<file path="src/rtl/clcd_pkg.sv">
`timescale 1ns / 1ps

package clcd_pkg;

    localparam int WAIT_W   = 16;
    localparam int BYTE_W   = 8;
    localparam int NIB_W    = 4;
    localparam int STEP_W   = 4;
    localparam int CFG_IDX_W = 2;

    // Register indexes of the configuration port
    localparam logic [CFG_IDX_W-1:0] CFG_SHORT_WAIT   = 2'd0;
    localparam logic [CFG_IDX_W-1:0] CFG_LONG_WAIT    = 2'd1;
    localparam logic [CFG_IDX_W-1:0] CFG_POWERUP_WAIT = 2'd2;

    localparam logic [WAIT_W-1:0] SHORT_WAIT_RST   = 16'd40;
    localparam logic [WAIT_W-1:0] LONG_WAIT_RST    = 16'd2000;
    localparam logic [WAIT_W-1:0] POWERUP_WAIT_RST = 16'd14000;
    localparam logic [WAIT_W-1:0] WAIT_MAX         = 16'hFFFF;

    localparam logic [STEP_W-1:0] NIB_STEPS = 4'd4;
    localparam logic [STEP_W-1:0] INIT_DONE = 4'd8;

    localparam logic [BYTE_W-1:0] CMD_CLEAR = 8'h01;
    localparam logic [BYTE_W-1:0] CMD_HOME  = 8'h02;

    localparam logic REQ_TICK  = 1'b0;
    localparam logic REQ_WRITE = 1'b1;

    typedef enum logic [6:0] {
        PH_POWERUP = 7'b0000001,
        PH_N1_HIGH = 7'b0000010,
        PH_N1_LOW  = 7'b0000100,
        PH_N2_HIGH = 7'b0001000,
        PH_N2_LOW  = 7'b0010000,
        PH_WAIT    = 7'b0100000,
        PH_IDLE    = 7'b1000000
    } t_phase;

    typedef struct packed {
        t_phase              phase;
        logic [WAIT_W-1:0]   wait_count;
        logic [STEP_W-1:0]   init_step;
        logic [BYTE_W-1:0]   held_byte;
        logic                held_rs;
        logic                rs;
        logic                en;
        logic [NIB_W-1:0]    nib;
    } t_state;

    typedef struct packed {
        logic                req_type;
        logic [BYTE_W-1:0]   write_byte;
        logic                is_data;
    } t_item;

    typedef struct packed {
        logic [WAIT_W-1:0]   short_wait;
        logic [WAIT_W-1:0]   long_wait;
        logic [WAIT_W-1:0]   powerup_wait;
    } t_cfg;

    typedef struct packed {
        logic                pin_rs;
        logic                pin_en;
        logic [NIB_W-1:0]    pin_nibble;
        logic                busy_res;
        logic                write_dropped;
    } t_result;

    // Fixed power-on sequence: three wake-up nibbles, 4-bit mode, then set-up commands
    function automatic logic [BYTE_W-1:0] init_item(input logic [2:0] step);
        logic [BYTE_W-1:0] b;
        case (step)
            3'd0, 3'd1, 3'd2: b = 8'h30;
            3'd3:             b = 8'h20;
            3'd4:             b = 8'h28;
            3'd5:             b = 8'h06;
            3'd6:             b = 8'h0C;
            default:          b = 8'h01;
        endcase
        return b;
    endfunction

endpackage

</file>
<file path="src/rtl/clcd_if.sv">
`timescale 1ns / 1ps

interface clcd_req_if;
    logic                        valid;
    logic                        ready;
    logic                        req_type;
    logic [clcd_pkg::BYTE_W-1:0] write_byte;
    logic                        is_data;

    modport source (output valid, output req_type, output write_byte, output is_data,
                    input ready);
    modport sink   (input valid, input req_type, input write_byte, input is_data,
                    output ready);
endinterface

interface clcd_res_if;
    logic                       valid;
    logic                       ready;
    logic                       pin_rs;
    logic                       pin_en;
    logic [clcd_pkg::NIB_W-1:0] pin_nibble;
    logic                       busy_res;
    logic                       write_dropped;

    modport source (output valid, output pin_rs, output pin_en, output pin_nibble,
                    output busy_res, output write_dropped, input ready);
    modport sink   (input valid, input pin_rs, input pin_en, input pin_nibble,
                    input busy_res, input write_dropped, output ready);
endinterface

interface clcd_cfg_if;
    logic                           valid;
    logic                           ready;
    logic [clcd_pkg::CFG_IDX_W-1:0] index;
    logic [clcd_pkg::WAIT_W-1:0]    data;

    modport source (output valid, output index, output data, input ready);
    modport sink   (input valid, input index, input data, output ready);
endinterface

</file>
<file path="src/rtl/clcd_step.sv">
`timescale 1ns / 1ps

module clcd_step (
    input  clcd_pkg::t_state  i_state,
    input  clcd_pkg::t_item   i_item,
    input  clcd_pkg::t_cfg    i_cfg,
    output clcd_pkg::t_state  o_state,
    output clcd_pkg::t_result o_result
);
    import clcd_pkg::*;

    logic [WAIT_W-1:0] cnt_inc;
    logic [WAIT_W-1:0] target;
    logic [STEP_W-1:0] step_inc;
    logic [BYTE_W-1:0] first_init_byte;
    logic [BYTE_W-1:0] next_init_byte;
    logic              dropped;

    // Saturating tick count and the wait length that applies to the held byte
    assign cnt_inc  = (i_state.wait_count == WAIT_MAX) ? i_state.wait_count
                                                       : i_state.wait_count + 16'd1;
    assign step_inc = i_state.init_step + 4'd1;
    assign first_init_byte = init_item(3'd0);
    assign next_init_byte  = init_item(step_inc[2:0]);

    always_comb begin
        if (i_state.init_step < NIB_STEPS) begin
            target = i_cfg.long_wait;
        end else if (!i_state.held_rs &&
                     (i_state.held_byte == CMD_CLEAR || i_state.held_byte == CMD_HOME)) begin
            target = i_cfg.long_wait;
        end else begin
            target = i_cfg.short_wait;
        end
    end

    always_comb begin
        o_state = i_state;
        dropped = 1'b0;
        if (i_item.req_type == REQ_WRITE) begin
            // Take a byte only while idle, otherwise drop and flag it
            if (i_state.phase == PH_IDLE) begin
                o_state.held_byte = i_item.write_byte;
                o_state.held_rs   = i_item.is_data;
                o_state.rs        = i_item.is_data;
                o_state.en        = 1'b1;
                o_state.nib       = i_item.write_byte[7:4];
                o_state.phase     = PH_N1_HIGH;
            end else begin
                dropped = 1'b1;
            end
        end else begin
            unique case (i_state.phase)
                PH_POWERUP: begin
                    if (cnt_inc >= i_cfg.powerup_wait) begin
                        o_state.wait_count = '0;
                        o_state.init_step  = '0;
                        o_state.held_byte  = first_init_byte;
                        o_state.held_rs    = 1'b0;
                        o_state.rs         = 1'b0;
                        o_state.en         = 1'b1;
                        o_state.nib        = first_init_byte[7:4];
                        o_state.phase      = PH_N1_HIGH;
                    end else begin
                        o_state.wait_count = cnt_inc;
                    end
                end
                PH_N1_HIGH: begin
                    o_state.en    = 1'b0;
                    o_state.phase = PH_N1_LOW;
                end
                PH_N1_LOW: begin
                    // Wake-up and 4-bit mode nibbles are sent alone
                    if (i_state.init_step < NIB_STEPS) begin
                        o_state.wait_count = '0;
                        o_state.phase      = PH_WAIT;
                    end else begin
                        o_state.en    = 1'b1;
                        o_state.nib   = i_state.held_byte[3:0];
                        o_state.phase = PH_N2_HIGH;
                    end
                end
                PH_N2_HIGH: begin
                    o_state.en    = 1'b0;
                    o_state.phase = PH_N2_LOW;
                end
                PH_N2_LOW: begin
                    o_state.wait_count = '0;
                    o_state.phase      = PH_WAIT;
                end
                PH_WAIT: begin
                    if (cnt_inc >= target) begin
                        o_state.wait_count = '0;
                        o_state.phase      = PH_IDLE;
                        if (i_state.init_step < INIT_DONE) begin
                            o_state.init_step = step_inc;
                            // Start the next init item on the same tick
                            if (step_inc < INIT_DONE) begin
                                o_state.held_byte = next_init_byte;
                                o_state.held_rs   = 1'b0;
                                o_state.rs        = 1'b0;
                                o_state.en        = 1'b1;
                                o_state.nib       = next_init_byte[7:4];
                                o_state.phase     = PH_N1_HIGH;
                            end
                        end
                    end else begin
                        o_state.wait_count = cnt_inc;
                    end
                end
                PH_IDLE: begin
                    o_state.phase = PH_IDLE;
                end
                default: begin
                    o_state.phase = PH_IDLE;
                end
            endcase
        end
    end

    assign o_result.pin_rs        = o_state.rs;
    assign o_result.pin_en        = o_state.en;
    assign o_result.pin_nibble    = o_state.nib;
    assign o_result.busy_res      = (o_state.phase != PH_IDLE);
    assign o_result.write_dropped = dropped;

endmodule

</file>
<file path="src/rtl/char_lcd_4bit_write_sequencer.sv">
`timescale 1ns / 1ps

// Four-bit character LCD write sequencer.
// i_req carries items: a tick (req_type 0) lets one unit of time pass, a
// write (req_type 1) sends write_byte with register select from is_data.
// o_res returns one item per request: the RS, EN and D7..D4 line levels
// after it, a busy flag and a flag for a write that was dropped because
// the block was still busy.
// i_cfg writes the short, long and power-up wait lengths (index 0, 1, 2),
// always ready; write it only while no item is in flight.
// Throughput: one item per cycle while i_req.ready is high. Results are
// registered; the state update is one pass through the step logic
// between the state and result registers.
// A two-entry output buffer (result register plus skid) lets an item be
// taken while a result waits; i_req.ready drops only when both entries
// are full, so a stalled receiver holds the sender after one more item.
// Reset restores the wait defaults and starts the power-up wait; the init
// sequence then runs, driven by ticks, before writes are taken.
module char_lcd_4bit_write_sequencer (
    input  logic           i_clk,
    input  logic           i_rst_n,
    clcd_req_if.sink       i_req,
    clcd_res_if.source     o_res,
    clcd_cfg_if.sink       i_cfg
);
    import clcd_pkg::*;

    t_state  r_st;
    t_state  n_st;
    t_cfg    r_cfg;
    t_item   item;
    t_result n_res;
    t_result r_out;
    t_result r_skid;
    logic    r_out_v;
    logic    r_skid_v;
    logic    acc;
    logic    out_fire;

    assign item.req_type   = i_req.req_type;
    assign item.write_byte = i_req.write_byte;
    assign item.is_data    = i_req.is_data;

    clcd_step u_step (
        .i_state  (r_st),
        .i_item   (item),
        .i_cfg    (r_cfg),
        .o_state  (n_st),
        .o_result (n_res)
    );

    assign i_req.ready = !r_skid_v;
    assign i_cfg.ready = 1'b1;
    assign acc      = i_req.valid && i_req.ready;
    assign out_fire = r_out_v && o_res.ready;

    // Configuration registers; unknown indexes are ignored
    always_ff @(posedge i_clk) begin
        if (!i_rst_n) begin
            r_cfg.short_wait   <= SHORT_WAIT_RST;
            r_cfg.long_wait    <= LONG_WAIT_RST;
            r_cfg.powerup_wait <= POWERUP_WAIT_RST;
        end else if (i_cfg.valid) begin
            case (i_cfg.index)
                CFG_SHORT_WAIT:   r_cfg.short_wait   <= i_cfg.data;
                CFG_LONG_WAIT:    r_cfg.long_wait    <= i_cfg.data;
                CFG_POWERUP_WAIT: r_cfg.powerup_wait <= i_cfg.data;
                default:          ;
            endcase
        end
    end

    // Advance the sequencer state on each accepted item
    always_ff @(posedge i_clk) begin
        if (!i_rst_n) begin
            r_st.phase      <= PH_POWERUP;
            r_st.wait_count <= '0;
            r_st.init_step  <= '0;
            r_st.held_byte  <= '0;
            r_st.held_rs    <= 1'b0;
            r_st.rs         <= 1'b0;
            r_st.en         <= 1'b0;
            r_st.nib        <= '0;
        end else if (acc) begin
            r_st <= n_st;
        end
    end

    // Output buffer control
    always_ff @(posedge i_clk) begin
        if (!i_rst_n) begin
            r_out_v  <= 1'b0;
            r_skid_v <= 1'b0;
        end else if (out_fire) begin
            if (r_skid_v) begin
                r_skid_v <= 1'b0;
            end else if (!acc) begin
                r_out_v <= 1'b0;
            end
        end else if (acc) begin
            if (!r_out_v) begin
                r_out_v <= 1'b1;
            end else begin
                r_skid_v <= 1'b1;
            end
        end
    end

    // Output buffer payload
    always_ff @(posedge i_clk) begin
        if (out_fire) begin
            if (r_skid_v) begin
                r_out <= r_skid;
            end else if (acc) begin
                r_out <= n_res;
            end
        end else if (acc) begin
            if (!r_out_v) begin
                r_out <= n_res;
            end else begin
                r_skid <= n_res;
            end
        end
    end

    assign o_res.valid         = r_out_v;
    assign o_res.pin_rs        = r_out.pin_rs;
    assign o_res.pin_en        = r_out.pin_en;
    assign o_res.pin_nibble    = r_out.pin_nibble;
    assign o_res.busy_res      = r_out.busy_res;
    assign o_res.write_dropped = r_out.write_dropped;

    // The skid entry is only ever filled behind a full result register
    a_skid_behind_out: assert property (@(posedge i_clk) disable iff (!i_rst_n)
        r_skid_v |-> r_out_v)
        else $error("skid entry valid without result register");

    // An idle write starts the first nibble with the strobe high
    a_write_starts: assert property (@(posedge i_clk) disable iff (!i_rst_n)
        (acc && i_req.req_type == REQ_WRITE && r_st.phase == PH_IDLE)
        |=> (r_st.phase == PH_N1_HIGH && r_st.en))
        else $error("accepted write did not start a transfer");

    // A busy write leaves the sequencer untouched
    a_drop_holds: assert property (@(posedge i_clk) disable iff (!i_rst_n)
        (acc && i_req.req_type == REQ_WRITE && r_st.phase != PH_IDLE)
        |=> (r_st == $past(r_st)))
        else $error("dropped write changed the state");

    // The strobe is high only in a nibble high phase
    a_en_phase: assert property (@(posedge i_clk) disable iff (!i_rst_n)
        r_st.en |-> (r_st.phase == PH_N1_HIGH || r_st.phase == PH_N2_HIGH))
        else $error("enable high outside a strobe phase");

    a_init_range: assert property (@(posedge i_clk) disable iff (!i_rst_n)
        r_st.init_step <= INIT_DONE)
        else $error("init step out of range");

endmodule
</file>
<file path="src/flat_wrapper.sv">
// flat-port wrapper written by rule: the top's interface ports become plain ports
module char_lcd_4bit_write_sequencer_flat import clcd_pkg::*;
  (i_clk, i_rst_n, i_req_valid, i_req_req_type, i_req_write_byte, i_req_is_data, i_req_ready, o_res_valid, o_res_pin_rs, o_res_pin_en, o_res_pin_nibble, o_res_busy_res, o_res_write_dropped, o_res_ready, i_cfg_valid, i_cfg_index, i_cfg_data, i_cfg_ready);
  clcd_req_if i_req_i ();
  clcd_res_if o_res_i ();
  clcd_cfg_if i_cfg_i ();
  input  logic i_clk;
  input  logic i_rst_n;
  input wire logic [$bits(i_req_i.valid)-1:0] i_req_valid;
  input wire logic [$bits(i_req_i.req_type)-1:0] i_req_req_type;
  input wire logic [$bits(i_req_i.write_byte)-1:0] i_req_write_byte;
  input wire logic [$bits(i_req_i.is_data)-1:0] i_req_is_data;
  output wire logic [$bits(i_req_i.ready)-1:0] i_req_ready;
  output wire logic [$bits(o_res_i.valid)-1:0] o_res_valid;
  output wire logic [$bits(o_res_i.pin_rs)-1:0] o_res_pin_rs;
  output wire logic [$bits(o_res_i.pin_en)-1:0] o_res_pin_en;
  output wire logic [$bits(o_res_i.pin_nibble)-1:0] o_res_pin_nibble;
  output wire logic [$bits(o_res_i.busy_res)-1:0] o_res_busy_res;
  output wire logic [$bits(o_res_i.write_dropped)-1:0] o_res_write_dropped;
  input wire logic [$bits(o_res_i.ready)-1:0] o_res_ready;
  input wire logic [$bits(i_cfg_i.valid)-1:0] i_cfg_valid;
  input wire logic [$bits(i_cfg_i.index)-1:0] i_cfg_index;
  input wire logic [$bits(i_cfg_i.data)-1:0] i_cfg_data;
  output wire logic [$bits(i_cfg_i.ready)-1:0] i_cfg_ready;
  assign i_req_i.valid = i_req_valid;
  assign i_req_i.req_type = i_req_req_type;
  assign i_req_i.write_byte = i_req_write_byte;
  assign i_req_i.is_data = i_req_is_data;
  assign i_req_ready = i_req_i.ready;
  assign o_res_valid = o_res_i.valid;
  assign o_res_pin_rs = o_res_i.pin_rs;
  assign o_res_pin_en = o_res_i.pin_en;
  assign o_res_pin_nibble = o_res_i.pin_nibble;
  assign o_res_busy_res = o_res_i.busy_res;
  assign o_res_write_dropped = o_res_i.write_dropped;
  assign o_res_i.ready = o_res_ready;
  assign i_cfg_i.valid = i_cfg_valid;
  assign i_cfg_i.index = i_cfg_index;
  assign i_cfg_i.data = i_cfg_data;
  assign i_cfg_ready = i_cfg_i.ready;
  char_lcd_4bit_write_sequencer u_core (.i_clk(i_clk), .i_rst_n(i_rst_n), .i_req(i_req_i), .o_res(o_res_i), .i_cfg(i_cfg_i));
endmodule
</file>
<file path="config.mk">
export PLATFORM = sky130hd
export DESIGN_NAME = char_lcd_4bit_write_sequencer_flat
export DESIGN_NICKNAME = d
export VERILOG_FILES = /design/src/rtl/clcd_pkg.sv /design/src/rtl/clcd_if.sv /design/src/rtl/clcd_step.sv /design/src/rtl/char_lcd_4bit_write_sequencer.sv /design/src/flat_wrapper.sv
export SDC_FILE = /design/constraint.sdc
export NUM_CORES = 1
export LEC_CHECK = 0
export BUFFER_PORTS_ARGS = -buffer_cell sky130_fd_sc_hd__clkbuf_2
export CAP_MARGIN = 10
export CORE_ASPECT_RATIO = 1.25
export CORE_MARGIN = 3
export CORE_UTILIZATION = 65
export DETAILED_ROUTE_END_ITERATION = 8
export HOLD_SLACK_MARGIN = 0.15
export MAX_ROUTING_LAYER = met4
export PLACE_DENSITY = 0.83
export SYNTH_ARGS = -nofsm -noshare
export SYNTH_HDL_FRONTEND = slang
export SYNTH_SLANG_ARGS = --single-unit
</file>
<file path="constraint.sdc">
create_clock -name i_clk -period 6.7 [get_ports i_clk]
set_clock_uncertainty 0.2 [all_clocks]
set_input_delay 0.67 -clock i_clk [delete_from_list [all_inputs] [get_ports i_clk]]
set_output_delay 0.67 -clock i_clk [all_outputs]
set_load 0.05 [all_outputs]
</file>
== Yosys cells after proc, flatten, opt, wreduce, memory -nomap -nowiden ==
Index checks and enable logic that the tools add are counted.

* Add/subtract/negate cells: 2
* $lt $le $gt $ge: 5
* Eq/ne operators: 31
* Multiplexer cells: 37
* Bitwise gates (word level): 3
* Reductions and logical operators: 26

{| class="wikitable"
|+ Operator list
! cell !! number
|-
| two-way mux 16 bit || 6
|-
| one-hot mux 16 bit (4 select lines) || 1
|-
| two-way mux 19 bit || 3
|-
| two-way mux 15 bit || 3
|-
| two-way mux 7 bit || 6
|-
| one-hot mux 7 bit (6 select lines) || 1
|-
| two-way mux 8 bit || 5
|-
| >= comparator 16 bit || 2
|-
| one-hot mux 6 bit (5 select lines) || 1
|-
| one-hot mux 14 bit (2 select lines) || 1
|-
| adder 16 x 1 -> 16 bit, second input constant || 1
|-
| equality test 16 bit, second input constant || 1
|-
| != test 2 bit, second input constant || 7
|-
| != test 3 bit, second input constant || 4
|-
| one-hot mux 4 bit (3 select lines) || 1
|-
| equality test 3 bit, second input constant || 3
|-
| AND reduction 3 bit || 3
|-
| equality test 8 x 1 -> 1 bit, second input constant || 1
|-
| equality test 8 x 2 -> 1 bit, second input constant || 1
|-
| < comparator 4 bit, second input constant || 2
|-
| AND reduction 2 bit || 4
|-
| equality test 7 x 1 -> 1 bit, second input constant || 1
|-
| equality test 7 x 2 -> 1 bit, second input constant || 1
|-
| equality test 7 x 3 -> 1 bit, second input constant || 1
|-
| other kinds (30) || 44
|}

* Register bits after elaboration: 108
* Output and inout bits: 11
* Logic and storage cells: 127

== Logic depth before layout (Yosys ltp) ==
Gate-level depths: netlist of the first run.

* Depth after elaboration: 13
* Gate-level depth with buffers: 16
* Depth with buffers taken out: 15

== Modules after synthesis ==
From an unflattened synthesis of the first run, not the netlist that was laid out.

* Cells, all modules: 805
* Area, all modules: 6565.0 µm²

{| class="wikitable"
|+ By module, submodules not included
! module !! times used !! cells an instance !! area an instance (µm²) !! sequential area each (µm²)
|-
| char_lcd_4bit_write_sequencer || 1 || 412 || 3900.0 || 2322.2
|-
| clcd_step || 1 || 393 || 2665.1 || 0.0
|}

== Worst setup path after synthesis of the first run ==
No wires, ideal clock.

* Kind: register to register
* Start: register u_core.r_st[19] in the netlist's numbering
* End: register u_core.r_out (netlist bit u_core.o_res.pin_rs), data pin
* Setup time: 0.260 ns
* Arrival time: 3.718 ns
* Required time: 6.240 ns
* Path slack: 2.522 ns
* Cell stages (with the launch flop): 16
* Period minus slack after synthesis: 4.178 ns
* Path through: dfxtp_1 -> ha_1 -> nand2_1 -> nor4_1 -> a21oi_1 -> nand2b_1 -> nor3_1 -> or2_2 -> ha_1 -> nand2_1 -> nor4_4 -> or4b_4 -> and3b_4 -> o21ai_4 -> a31oi_2 -> mux2_4

{| class="wikitable"
|+ RTL lines
! what !! RTL line !! RTL
|-
| start: declaration || char_lcd_4bit_write_sequencer.sv:28 || <nowiki>t_state r_st;</nowiki>
|-
| start signal: assignment || char_lcd_4bit_write_sequencer.sv:85 || <nowiki>r_st <= n_st;</nowiki>
|-
| end signal: assignment || char_lcd_4bit_write_sequencer.sv:113 || <nowiki>r_out <= r_skid;</nowiki>
|-
| end signal: assignment || char_lcd_4bit_write_sequencer.sv:115 || <nowiki>r_out <= n_res;</nowiki>
|-
| end signal: assignment || char_lcd_4bit_write_sequencer.sv:119 || <nowiki>r_out <= n_res;</nowiki>
|-
| end: declaration || char_lcd_4bit_write_sequencer.sv:33 || <nowiki>t_result r_out;</nowiki>
|}

== Worst setup path in the final report of the first run ==
* Start: register u_core.r_st[19] in the netlist's numbering
* End: register u_core.r_out (netlist bit u_core.o_res.pin_en), data pin

* Word-level cells in the longest chain between the ends: 9
* Elaborated cells between the ends (all ways): 14

{| class="wikitable"
|+ Ends and longest elaborated chain
! what !! RTL line !! RTL
|-
| adder 16 x 1 -> 16 bit or equality test 16 bit (tied branches) || clcd_step.sv:21, clcd_step.sv:20 ||
|-
| two-way mux 16 bit * || clcd_step.sv:20 || <nowiki>assign cnt_inc = (i_state.wait_count == WAIT_MAX) ? i_state.wait_count</nowiki>
|-
| >= comparator 16 bit, on equally long branches || clcd_step.sv:92, clcd_step.sv:55 ||
|-
| two-way mux 19 bit, on equally long branches || clcd_step.sv:92, clcd_step.sv:55 ||
|-
| one-hot mux 1 bit (4 select lines) * || clcd_step.sv:53 || <nowiki>unique case (i_state.phase)</nowiki>
|-
| two-way mux 15 bit * || clcd_step.sv:40 || <nowiki>if (i_item.req_type == REQ_WRITE) begin</nowiki>
|-
| two-way mux 8 bit, on equally long branches || char_lcd_4bit_write_sequencer.sv:118, char_lcd_4bit_write_sequencer.sv:114 ||
|-
| two-way mux 8 bit, on equally long branches || char_lcd_4bit_write_sequencer.sv:117, char_lcd_4bit_write_sequencer.sv:112 ||
|-
| two-way mux 8 bit * || char_lcd_4bit_write_sequencer.sv:111 || <nowiki>if (out_fire) begin</nowiki>
|}

Mark *: on every way between the ends. The rest lies on a longest branch, timed or not. The select of a mux whose other input is x is not followed.
A chain may end at the register's enable or synchronous reset.

==> flow_summary_export.csv, run 1 <==
group,metric,value,unit
detailed_routing,vias,5569,
power,p_leak,2.63,nW
critical_path,critPathArrivalTime,4.84,ns
sta,hold_viol,0,
cts,clk_latency,0.35,ns
detailed_routing,dr.pass1.iters,6,
critical_path,start_kind,"flop",
cts,htreeDepth,3,
synth,yosysUniqueCellTypes,74,
sta,finalSetupViolations,0,
cts,post_cts_resized,0,
global_routing,antenna_found_initial,0,
global_routing,track_usage,30.4,%
cts,clock-sinks,108,
synth,synthCells,750,
sta,fin_crit,4.96,ns
cts,cts_root_buffer,"clkbuf_16",
floorplan,die_h,115,um
sta,fin_crit_sh,74.1,%
synth,ys.flop_type,"dfxtp_1",
critical_path,crit_fanout,11,
final_layout,nets,845,
cts,clockBufferDepth,2,
run_status,status,"finished, final reports clean",
floorplan,num_rows,39,
synth,netlist_area,0.00623,mm^2
worst_hold_path,hold_path.class,"reg -> reg",
worst_hold_path,whs_path_depth,2,
final_layout,area_delta_synth_final,8.04,%
synth,synth_edf_count,16,
detailed_routing,via_per_inst,6.22,
floorplan,fp.dieArea,0.0108,mm^2
critical_path,required,6.58,ns
cts,postCtsSetupRepairBufs,0,
detailed_routing,postRouteAntennaNets,0,
global_routing,grt_pass1_wl,25400,um
synth,syn_nets,827,
critical_path,crit_path_end_kind,"flop",
synth,ys_warn_count,0,
floorplan,die_x,93.5,um
sta,fmax,201,MHz
global_routing,grt_max_degree,66,
detailed_routing,drt_iter0_drc,366,
global_routing,grt_overflow,0,
critical_path,crit_type,"reg -> reg",
cts,cts_tree,"built",
synth,ys_ff_latch,108,
job,drv_cap,0,
power,power_density,203,mW/mm^2
floorplan,io_pins,44,
place,io_buffers,42,
power,ir_drop,0.130,mV
synth,seq_area_frac_synth,37.3,%
detailed_routing,drt_wl_total,15400,um
sta,report.final.slew_viol_count,0,
synth,async_flop_share,0,%
synth,syn_area_per_cell,8.30,um^2
global_routing,grt_pass1_vias,5413,
detailed_routing,post-route-drc-count,0,
power,p_total,1.37,mW
floorplan,core,0.00922,mm^2
final_layout,final_common_cell,"nand2_1",
floorplan,initial_utilization,67.5,%
cts,cts_buffers,9,
sta,maxSlewHeadroom,22.7,%
cts,path_clk_slew,0.08,ns
cts,cts_hold_buf,0,
critical_path,rr_worst_depth,15,
final_layout,antennaDiodeCount,0,
sta,setup_tns,0,ns
sta,max_slew.worst_pin.slew,1.16,ns
place,place_congestion,1.02,
place,hpwlAfterDp,11200,um
final_layout,layout_common_cells,"nand2_1, dfxtp_1, a21oi_1, ha_1, clkbuf_2",
detailed_routing,wl_per_cell,17.2,um
final_layout,drive_above_1_share,13.2,%
sta,rsz0062_at_grt,"no",
==> layer usage <==
layer	wire length, um	up-vias	part of all wire [%]	GRT usage, %
li1	-	2703	-	-
met1	5890	2624	38	31.7
met2	8080	186	52	54.3
met3	703	56	4.6	4.68
met4	765	0	5.0	17.2
met5	0	-	0	-
==> metrics by stage <==
stage	hold WS (ns)	utilization (%)	std cells	worst slack [ns]	cell area, um^2
after floorplan	0.233	-	750	2.52	6230
after global placement	0.238	69.7	879	1.99	6430
after detailed placement	0.247	69.7	879	1.86	6430
after CTS	0.257	72.8	895	1.79	6720
after global routing	0.276	72.9	896	1.26	6730
final	0.256	72.9	896	1.74	6730
==> worst paths after layout <==
path	startpoint	to	slack, ns
min reg2reg	u_core.r_cfg[6]	u_core.r_cfg[6]	0.26
max reg2reg	u_core.r_st[19]	u_core.o_res.pin_en	1.74
max	u_core.r_st[19]	u_core.o_res.pin_en	1.74
min	u_core.r_cfg[6]	u_core.r_cfg[6]	0.26
==> report_power, final <==
part           total, mW  switching (mW)  internal (mW)  leakage (nW)
Sequential         0.694          0.0147          0.680         0.894
Combinational      0.154           0.105         0.0487          1.60
Clock              0.521           0.244          0.276         0.141
Total               1.37           0.364           1.00          2.63
==> synth_stat cells, types with 7 or more instances <==
| cell type | n | area, um^2 |
|---|---|---|
| nand3_1 | 38 | 190 |
| xnor2_1 | 7 | 61.3 |
| nor4_1 | 8 | 50.1 |
| ha_1 | 44 | 551 |
| a21oi_1 | 83 | 415 |
| dfxtp_1 | 92 | 1840 |
| o211ai_1 | 9 | 67.6 |
| nand4_1 | 7 | 43.8 |
| nand2_1 | 159 | 597 |
| a31oi_1 | 8 | 50.1 |
| mux2i_1 | 16 | 160 |
| edfxtp_1 | 16 | 480 |
| a211oi_1 | 12 | 90.1 |
| buf_2 | 9 | 45.0 |
| nor3_1 | 13 | 65.1 |
| xor2_1 | 7 | 61.3 |
| clkbuf_1 | 23 | 86.3 |
| o21ai_0 | 27 | 135 |
| nor2_1 | 33 | 124 |
| inv_1 | 28 | 105 |
==> flip-flops by register name, summed over array words and instances, names as in the netlist <==
| signal | cells |
|---|---|
| u_core.r_cfg | 48 |
| u_core.r_st | 42 |
| u_core.r_skid | 8 |
| u_core.o_res.pin_nibble | 4 |
| u_core.o_res.busy_res | 1 |
| u_core.o_res.pin_en | 1 |
| u_core.o_res.pin_rs | 1 |
| u_core.o_res.valid | 1 |
| u_core.o_res.write_dropped | 1 |
| u_core.r_skid_v | 1 |
==> area by class of cell <==
class | instances | area [um^2]
well taps | 123 | 154
clock buffers | 12 | 256
flip-flops and latches | 108 | 2320
repair buffers | 46 | 244
fillers | 709 | 2490
multi-input cells | 575 | 3610
clock inverters | 4 | 32.5
inverters | 28 | 105
==> kinds of logic after synthesis <==
logic type | synth area share [%]
buffers and inverters | 4.78
AND/OR/NAND/NOR | 24.7
AO/OA/AOI/OAI | 18.7
adder cells (fa/ha/maj) | 8.84
XOR/XNOR | 1.97
other | 0.0602
flip-flops | 37.3
multiplexers | 3.72
==> worst max-delay path, cell delays in order, from the launching register on <==
cell      delay [ns]
dfxtp_1         0.44
ha_1            0.23
nand2_1         0.14
nor4_1          0.51
a21oi_1         0.27
nand2b_1        0.27
nor3_1          0.06
or2_2           0.32
ha_1            0.33
a21o_1          0.17
a221o_1         0.35
a21boi_1        0.19
o21a_1          0.42
nor2_1          0.18
o31ai_2         0.45
a31oi_1         0.15
No activity file was read; power rests on OpenSTA's default activity.
==> inputs of run 2 (changes only) <==
Settings changed: CORE_UTILIZATION 65 to 61, PLACE_DENSITY 0.83 to 0.78.
Clock period 6.7 ns to 4.8 ns, I/O delays scaled along.
==> flow_summary_export.csv, run 2 (synthesis gave the netlist of run 1 again) <==
group,metric,value,unit
cts,clockBufferDepth,2,
final_layout,final_common_cell,"nand2_1",
critical_path,r2r_end,"u_core.o_res.pin_nibble[1]",
detailed_routing,wl_per_cell,17.7,um
sta,max_slew.worst_pin.slew,1.18,ns
final_layout,largest_reg_flops,48,
power,sw_frac_of_total,25.6,%
global_routing,antenna_found_initial,0,
power,p_comb_share,11.0,%
worst_hold_path,hold_path.class,"in -> reg",
global_routing,grt_pass1_vias,5549,
sta,maxSlewHeadroom,21.5,%
critical_path,crit_path_end_kind,"flop",
global_routing,track_usage,29.8,%
sta,fmax,225,MHz
sta,hold_viol,0,
floorplan,initial_utilization,63.8,%
sta,rsz0062_at_grt,"no",
floorplan,die_x,96.4,um
final_layout,layout_common_cells,"nand2_1, dfxtp_1, a21oi_1, ha_1, clkbuf_2",
floorplan,fp.dieArea,0.0115,mm^2
critical_path,required,4.79,ns
detailed_routing,dr.pass1.iters,5,
floorplan,num_rows,40,
power,pwr-share-clk,40.0,%
global_routing,grt_overflow,0,
place,place_congestion,0.876,
critical_path,crit_fanout,11,
global_routing,grt_pass1_wl,26400,um
power,p_seq_share,48.9,%
critical_path,start_kind,"flop",
power,power_density,290,mW/mm^2
cts,clk_latency,0.35,ns
detailed_routing,drt_wl_total,16000,um
sta,finalSetupViolations,0,
worst_hold_path,whs_path_depth,3,
global_routing,grt_max_degree,66,
detailed_routing,vias,5590,
cts,clock-sinks,108,
sta,report.final.slew_viol_count,0,
power,intPower,1.47,mW
power,p_leak,2.67,nW
cts,cts_buffers,9,
place,hpwlAfterDp,11400,um
critical_path,regToRegStartpoint,"u_core.r_st[19]",
detailed_routing,post-route-drc-count,0,
worst_hold_path,min_from,"i_cfg_data[14]",
final_layout,fin_area,0.00682,mm^2
cts,path_clk_slew,0.07,ns
critical_path,r2r_slack,0.35,ns
sta,fin_crit_sh,92.7,%
final_layout,drive_above_1_share,14.1,%
cts,cts_tree,"built",
detailed_routing,drt_iter0_drc,295,
final_layout,reg_top3,"u_core.r_cfg (48), u_core.r_st (42), u_core.r_skid (8)",
sta,fin_crit,4.45,ns
floorplan,io_pins,44,
place,post_dp_cell_area,0.00648,mm^2
job,drv_cap,0,
sta,setup_tns,0,ns
worst_hold_path,whs_endpoint,"u_core.r_cfg[30]",
floorplan,core,0.00976,mm^2
power,ir_drop,0.194,mV
detailed_routing,postRouteAntennaNets,0,
final_layout,nets,851,
detailed_routing,via_per_inst,6.18,
place,io_buffers,42,
critical_path,crit_type,"reg -> reg",
final_layout,antennaDiodeCount,0,
floorplan,die_h,119,um
cts,cts_root_buffer,"clkbuf_16",
critical_path,rr_worst_depth,15,
run_status,status,"finished, final reports clean",
cts,postCtsSetupRepairBufs,0,
power,p_switching,0.507,mW
final_layout,area_delta_synth_final,9.54,%
critical_path,critPathArrivalTime,4.44,ns
cts,cts_hold_buf,0,
cts,htreeDepth,3,
final_layout,regMostFlops,"u_core.r_cfg",
## run 2: layer usage
metal / vias up / wire (um) / global-route usage, %
li1: 2711 / - / -
met1: 2630 / 5970 / 31.8
met2: 200 / 8620 / 52.7
met3: 49 / 772 / 5.24
met4: 0 / 646 / 13.2
met5: - / 0 / -
## run 2: worst max-delay path by stage
stage,startpoint,endpoint,slack [ns]
after global placement,u_core.r_st[19],u_core.o_res.pin_en,0.27
final,u_core.r_st[19],u_core.o_res.pin_nibble[1],0.35
after CTS,u_core.r_st[19],u_core.o_res.pin_en,0.07
after detailed placement,u_core.r_st[19],u_core.o_res.pin_en,0.13
after floorplan,u_core.r_st[19],u_core.o_res.pin_rs,0.62
after global routing,u_core.r_st[19],u_core.r_st[9],0.03
## run 2: area by class of cell
type / count / area (um^2)
timing repair buffer: 52 / 289
clock buffer: 11 / 233
fill: 808 / 2940
tap: 126 / 158
clock inverter: 4 / 76.3
inverter: 28 / 105
multi-input combinational: 575 / 3640
sequential: 108 / 2320
## run 2: what timing repair did
action                     in CTS  in global routing
hold endpoints to repair        0                  0
setup endpoints to repair       0                 23
gates resized for setup         0                  5
## run 2: power by group through the flow
stage               Clock [mW]  Sequential, mW  Combinational (mW)
floorplan                    0            1.00               0.136
global placement             0           0.988               0.207
detailed placement           0           0.990               0.214
CTS                      0.800           0.969               0.216
global route             0.837           0.973               0.243
finish                   0.793           0.970               0.219
## run 2: worst max-delay path, stage by stage (launching register included)
cell and delay (ns):
dfxtp_1 0.45, ha_1 0.23, nand2_1 0.16, nor4_2 0.29, buf_4 0.20, and2_0 0.28
nor2_1 0.08, nor2_1 0.24, ha_1 0.29, a211oi_1 0.22, o21ai_0 0.12, a41oi_1 0.38
o21a_2 0.33, nor3_1 0.09, or4b_4 0.51, a41oi_1 0.21
## run 2: per-stage QoR
stage	hold WS [ns]	util, %	setup WS (ns)	instances	power (mW)
finish	0.170	69.9	0.353	904	1.98
global placement	0.241	66.4	0.271	888	1.19
CTS	0.167	69.5	0.0673	903	1.98
floorplan	0.233	-	0.622	750	1.14
detailed placement	0.247	66.4	0.127	888	1.20
global route	0.175	69.9	0.0316	904	2.05
==> inputs of run 3 (changes only) <==
Settings changed: ABC_AREA set to 1.
==> flow_summary_export.csv, run 3 <==
group,metric,value,unit
run_status,status,"finished, final reports clean",
sta,report.final.slew_viol_count,0,
cts,cts_hold_buf,0,
global_routing,grt_overflow,0,
global_routing,use_met3,3.60,%
power,ir_drop,0.204,mV
critical_path,startpoint,"u_core.r_st[19]",
floorplan,die_h,120,um
synth,synthCells,882,
worst_hold_path,whs_path_depth,3,
global_routing,use_met2,52.5,%
sta,max_slew.worst_pin.slew,1.12,ns
critical_path,critPathArrivalTime,3.95,ns
synth,yosysUniqueCellTypes,47,
synth,seq_area_frac_synth,36.6,%
global_routing,gr-max-usage-layer,"met2",
cts,cts_tree,"built",
place,place_congestion,0.970,
sta,fin_crit,3.87,ns
cts,cts_buffers,9,
sta,fin_crit_sh,80.6,%
power,power_density,319,mW/mm^2
place,post_dp_cell_area,0.00659,mm^2
detailed_routing,post-route-drc-count,0,
detailed_routing,wl_per_cell,15.4,um
critical_path,cpPeakStageDelay,0.61,ns
sta,setup_tns,0,ns
critical_path,start_kind,"flop",
final_layout,layout_common_cells,"nand2_1, nor2_1, dfxtp_1, inv_1, a21oi_1",
sta,maxSlewHeadroom,24.9,%
floorplan,num_rows,41,
critical_path,crit_fanout,16,
critical_path,path_buf_inv,1,
critical_path,cp_common_cell,"nand2_1",
cts,clockBufferDepth,2,
critical_path,cp_cell_sequence,"ha_1 > nand3_1 > nor2_2 > nand3_2 > nor2_4 > inv_2 > nand2_1 > xor2_1 > ha_1 > a21oi_1 > nand2_1 > nand2_1 > nand2_1 > nand2_1 > nand3_2 > o21ai_2 > nand2_1 > a21oi_1",
floorplan,die_x,97.2,um
final_layout,reg_top3,"u_core.r_cfg (48), u_core.r_st (42), u_core.r_skid (8)",
synth,synth_top_cell_area_share,29.1,%
final_layout,nets,985,
global_routing,grt_pass1_vias,5596,
synth,synth_edf_count,16,
final_layout,drive_above_1_share,10.8,%
detailed_routing,dr.pass1.iters,5,
cts,clk_latency,0.36,ns
critical_path,regToRegStartpoint,"u_core.r_st[19]",
detailed_routing,vias,5813,
final_layout,area_delta_synth_final,8.43,%
synth,ys.flop_type,"dfxtp_1",
global_routing,track_usage,28.7,%
place,io_buffers,42,
final_layout,regMostFlops,"u_core.r_cfg",
sta,hold_viol,0,
critical_path,crit_slowest_cell,"o21ai_2",
sta,fmax,259,MHz
final_layout,largest_reg_flops,48,
critical_path,r2r_slack,0.93,ns
floorplan,fp.dieArea,0.0117,mm^2
cts,clock-sinks,108,
synth,ys_warn_count,0,
worst_hold_path,hold_path.class,"in -> reg",
cts,cts_root_buffer,"clkbuf_16",
synth,synth_area_leaders,"dfxtp_1, nand2_1, ha_1, edfxtp_1, nor2_1",
floorplan,core,0.0101,mm^2
critical_path,required,4.88,ns
global_routing,grt_use_met1,30.3,%
cts,post_cts_resized,0,
final_layout,fin_area,0.00687,mm^2
synth,yosysMostFrequentCell,"nand2_1",
sta,rsz0062_at_grt,"no",
detailed_routing,drt_iter0_drc,316,
synth,async_flop_share,0,%
floorplan,initial_utilization,62.7,%
detailed_routing,postRouteAntennaNets,0,
synth,synth_top_cell_by_area,"dfxtp_1",
synth,ys_ff_latch,108,
synth,syn_nets,959,
synth,synthTopCellsByCount,"nand2_1, nor2_1, dfxtp_1, inv_1, a21oi_1",
cts,path_clk_slew,0.07,ns
synth,syn_area_per_cell,7.19,um^2
detailed_routing,via_per_inst,5.58,
global_routing,antenna_found_initial,0,
final_layout,final_common_cell,"nand2_1",
critical_path,crit_family,"simple AND/OR/NAND/NOR gates",
cts,postCtsSetupRepairBufs,0,
sta,finalSetupViolations,0,
job,drv_cap,0,
power,p_leak,3.28,nW
synth,netlist_area,0.00634,mm^2
cts,htreeDepth,3,
critical_path,crit_cells,18,
critical_path,rr_worst_depth,18,
place,hpwlAfterDp,11900,um
critical_path,crit_type,"reg -> reg",
detailed_routing,drt_wl_total,16000,um
final_layout,antennaDiodeCount,0,
global_routing,grt_max_degree,52,
floorplan,io_pins,44,
worst_hold_path,min_from,"i_cfg_data[3]",
critical_path,crit_path_end_kind,"flop",
global_routing,grt_pass1_wl,26300,um
run 3: cell count changes after synthesis, sizes merged, moves of 7 or more:
cell	previous run	this run
a211oi	12	5
a21oi	83	67
a31oi	9	0
inv	28	89
nand2	160	231
nor2	34	112
o21ai	30	70
run 3: cells by family (layout without fill, tap and decap cells):
group | count (synthesis) | count (layout) | share of synthesized area [%]
other cells | 1 | 1 | 0.0592
compound gates | 158 | 158 | 13.6
xor+xnor | 12 | 12 | 1.66
fa+ha+maj | 44 | 44 | 8.69
simple gates | 421 | 421 | 29.1
mux | 15 | 15 | 2.37
flops | 108 | 108 | 36.6
buf+inv | 123 | 154 | 7.88
run 3: per-layer routing:
layer  wire (um)  share of wire [%]  vias to the layer above
li1            -                  -                     2936
met1        6210                 39                     2654
met2        8350                 52                      168
met3         717                4.5                       55
met4         728                4.5                        0
met5           0                  0                        -
run 3: worst register-to-register path, cell delays in order (launching register included):
cell     delay, ns
dfxtp_1       0.39
ha_1          0.22
nand3_1       0.11
nor2_2        0.15
nand3_2       0.14
nor2_4        0.19
inv_2         0.09
nand2_1       0.08
xor2_1        0.35
ha_1          0.32
a21oi_1       0.16
nand2_1       0.09
nand2_1       0.06
nand2_1       0.07
nand2_1       0.12
nand3_2       0.17
o21ai_2       0.61
nand2_1       0.13
a21oi_1       0.15
run 3: layout make-up:
type / count / area, um^2
Tap cell: 129 / 161
Fill cell: 897 / 3230
Sequential cell: 108 / 2320
Multi-Input combinational cell: 651 / 3520
Clock inverter: 6 / 55.1
Inverter: 92 / 348
Timing Repair Buffer: 46 / 240
Clock buffer: 10 / 229
run 3: worst paths after layout:
check / endpoint
min reg2reg: u_core.r_cfg[32]
max reg2reg: u_core.r_st[26]
min: u_core.r_cfg[35]
max: u_core.r_st[26]
run 3: metrics by stage:
step	std cells	setup WS, ns	power (mW)	hold slack [ns]	utilization [%]
2_1_floorplan	882	1.55	1.37	0.225	-
3_3_place_gp	1026	1.06	1.47	0.242	65.2
3_5_place_dp	1026	0.970	1.49	0.244	65.2
4_1_cts	1042	0.954	2.20	0.156	68.0
5_1_grt	1042	0.605	2.30	0.179	68.0
6_report	1042	0.932	2.19	0.158	68.0
run 3: report_power, final:
| group | switching, mW | total (mW) | internal (mW) |
|---|---|---|---|
| combinational | 0.310 | 0.458 | 0.147 |
| clock | 0.357 | 0.720 | 0.363 |
| sequential | 0.0379 | 1.01 | 0.975 |
| total | 0.706 | 2.19 | 1.48 |
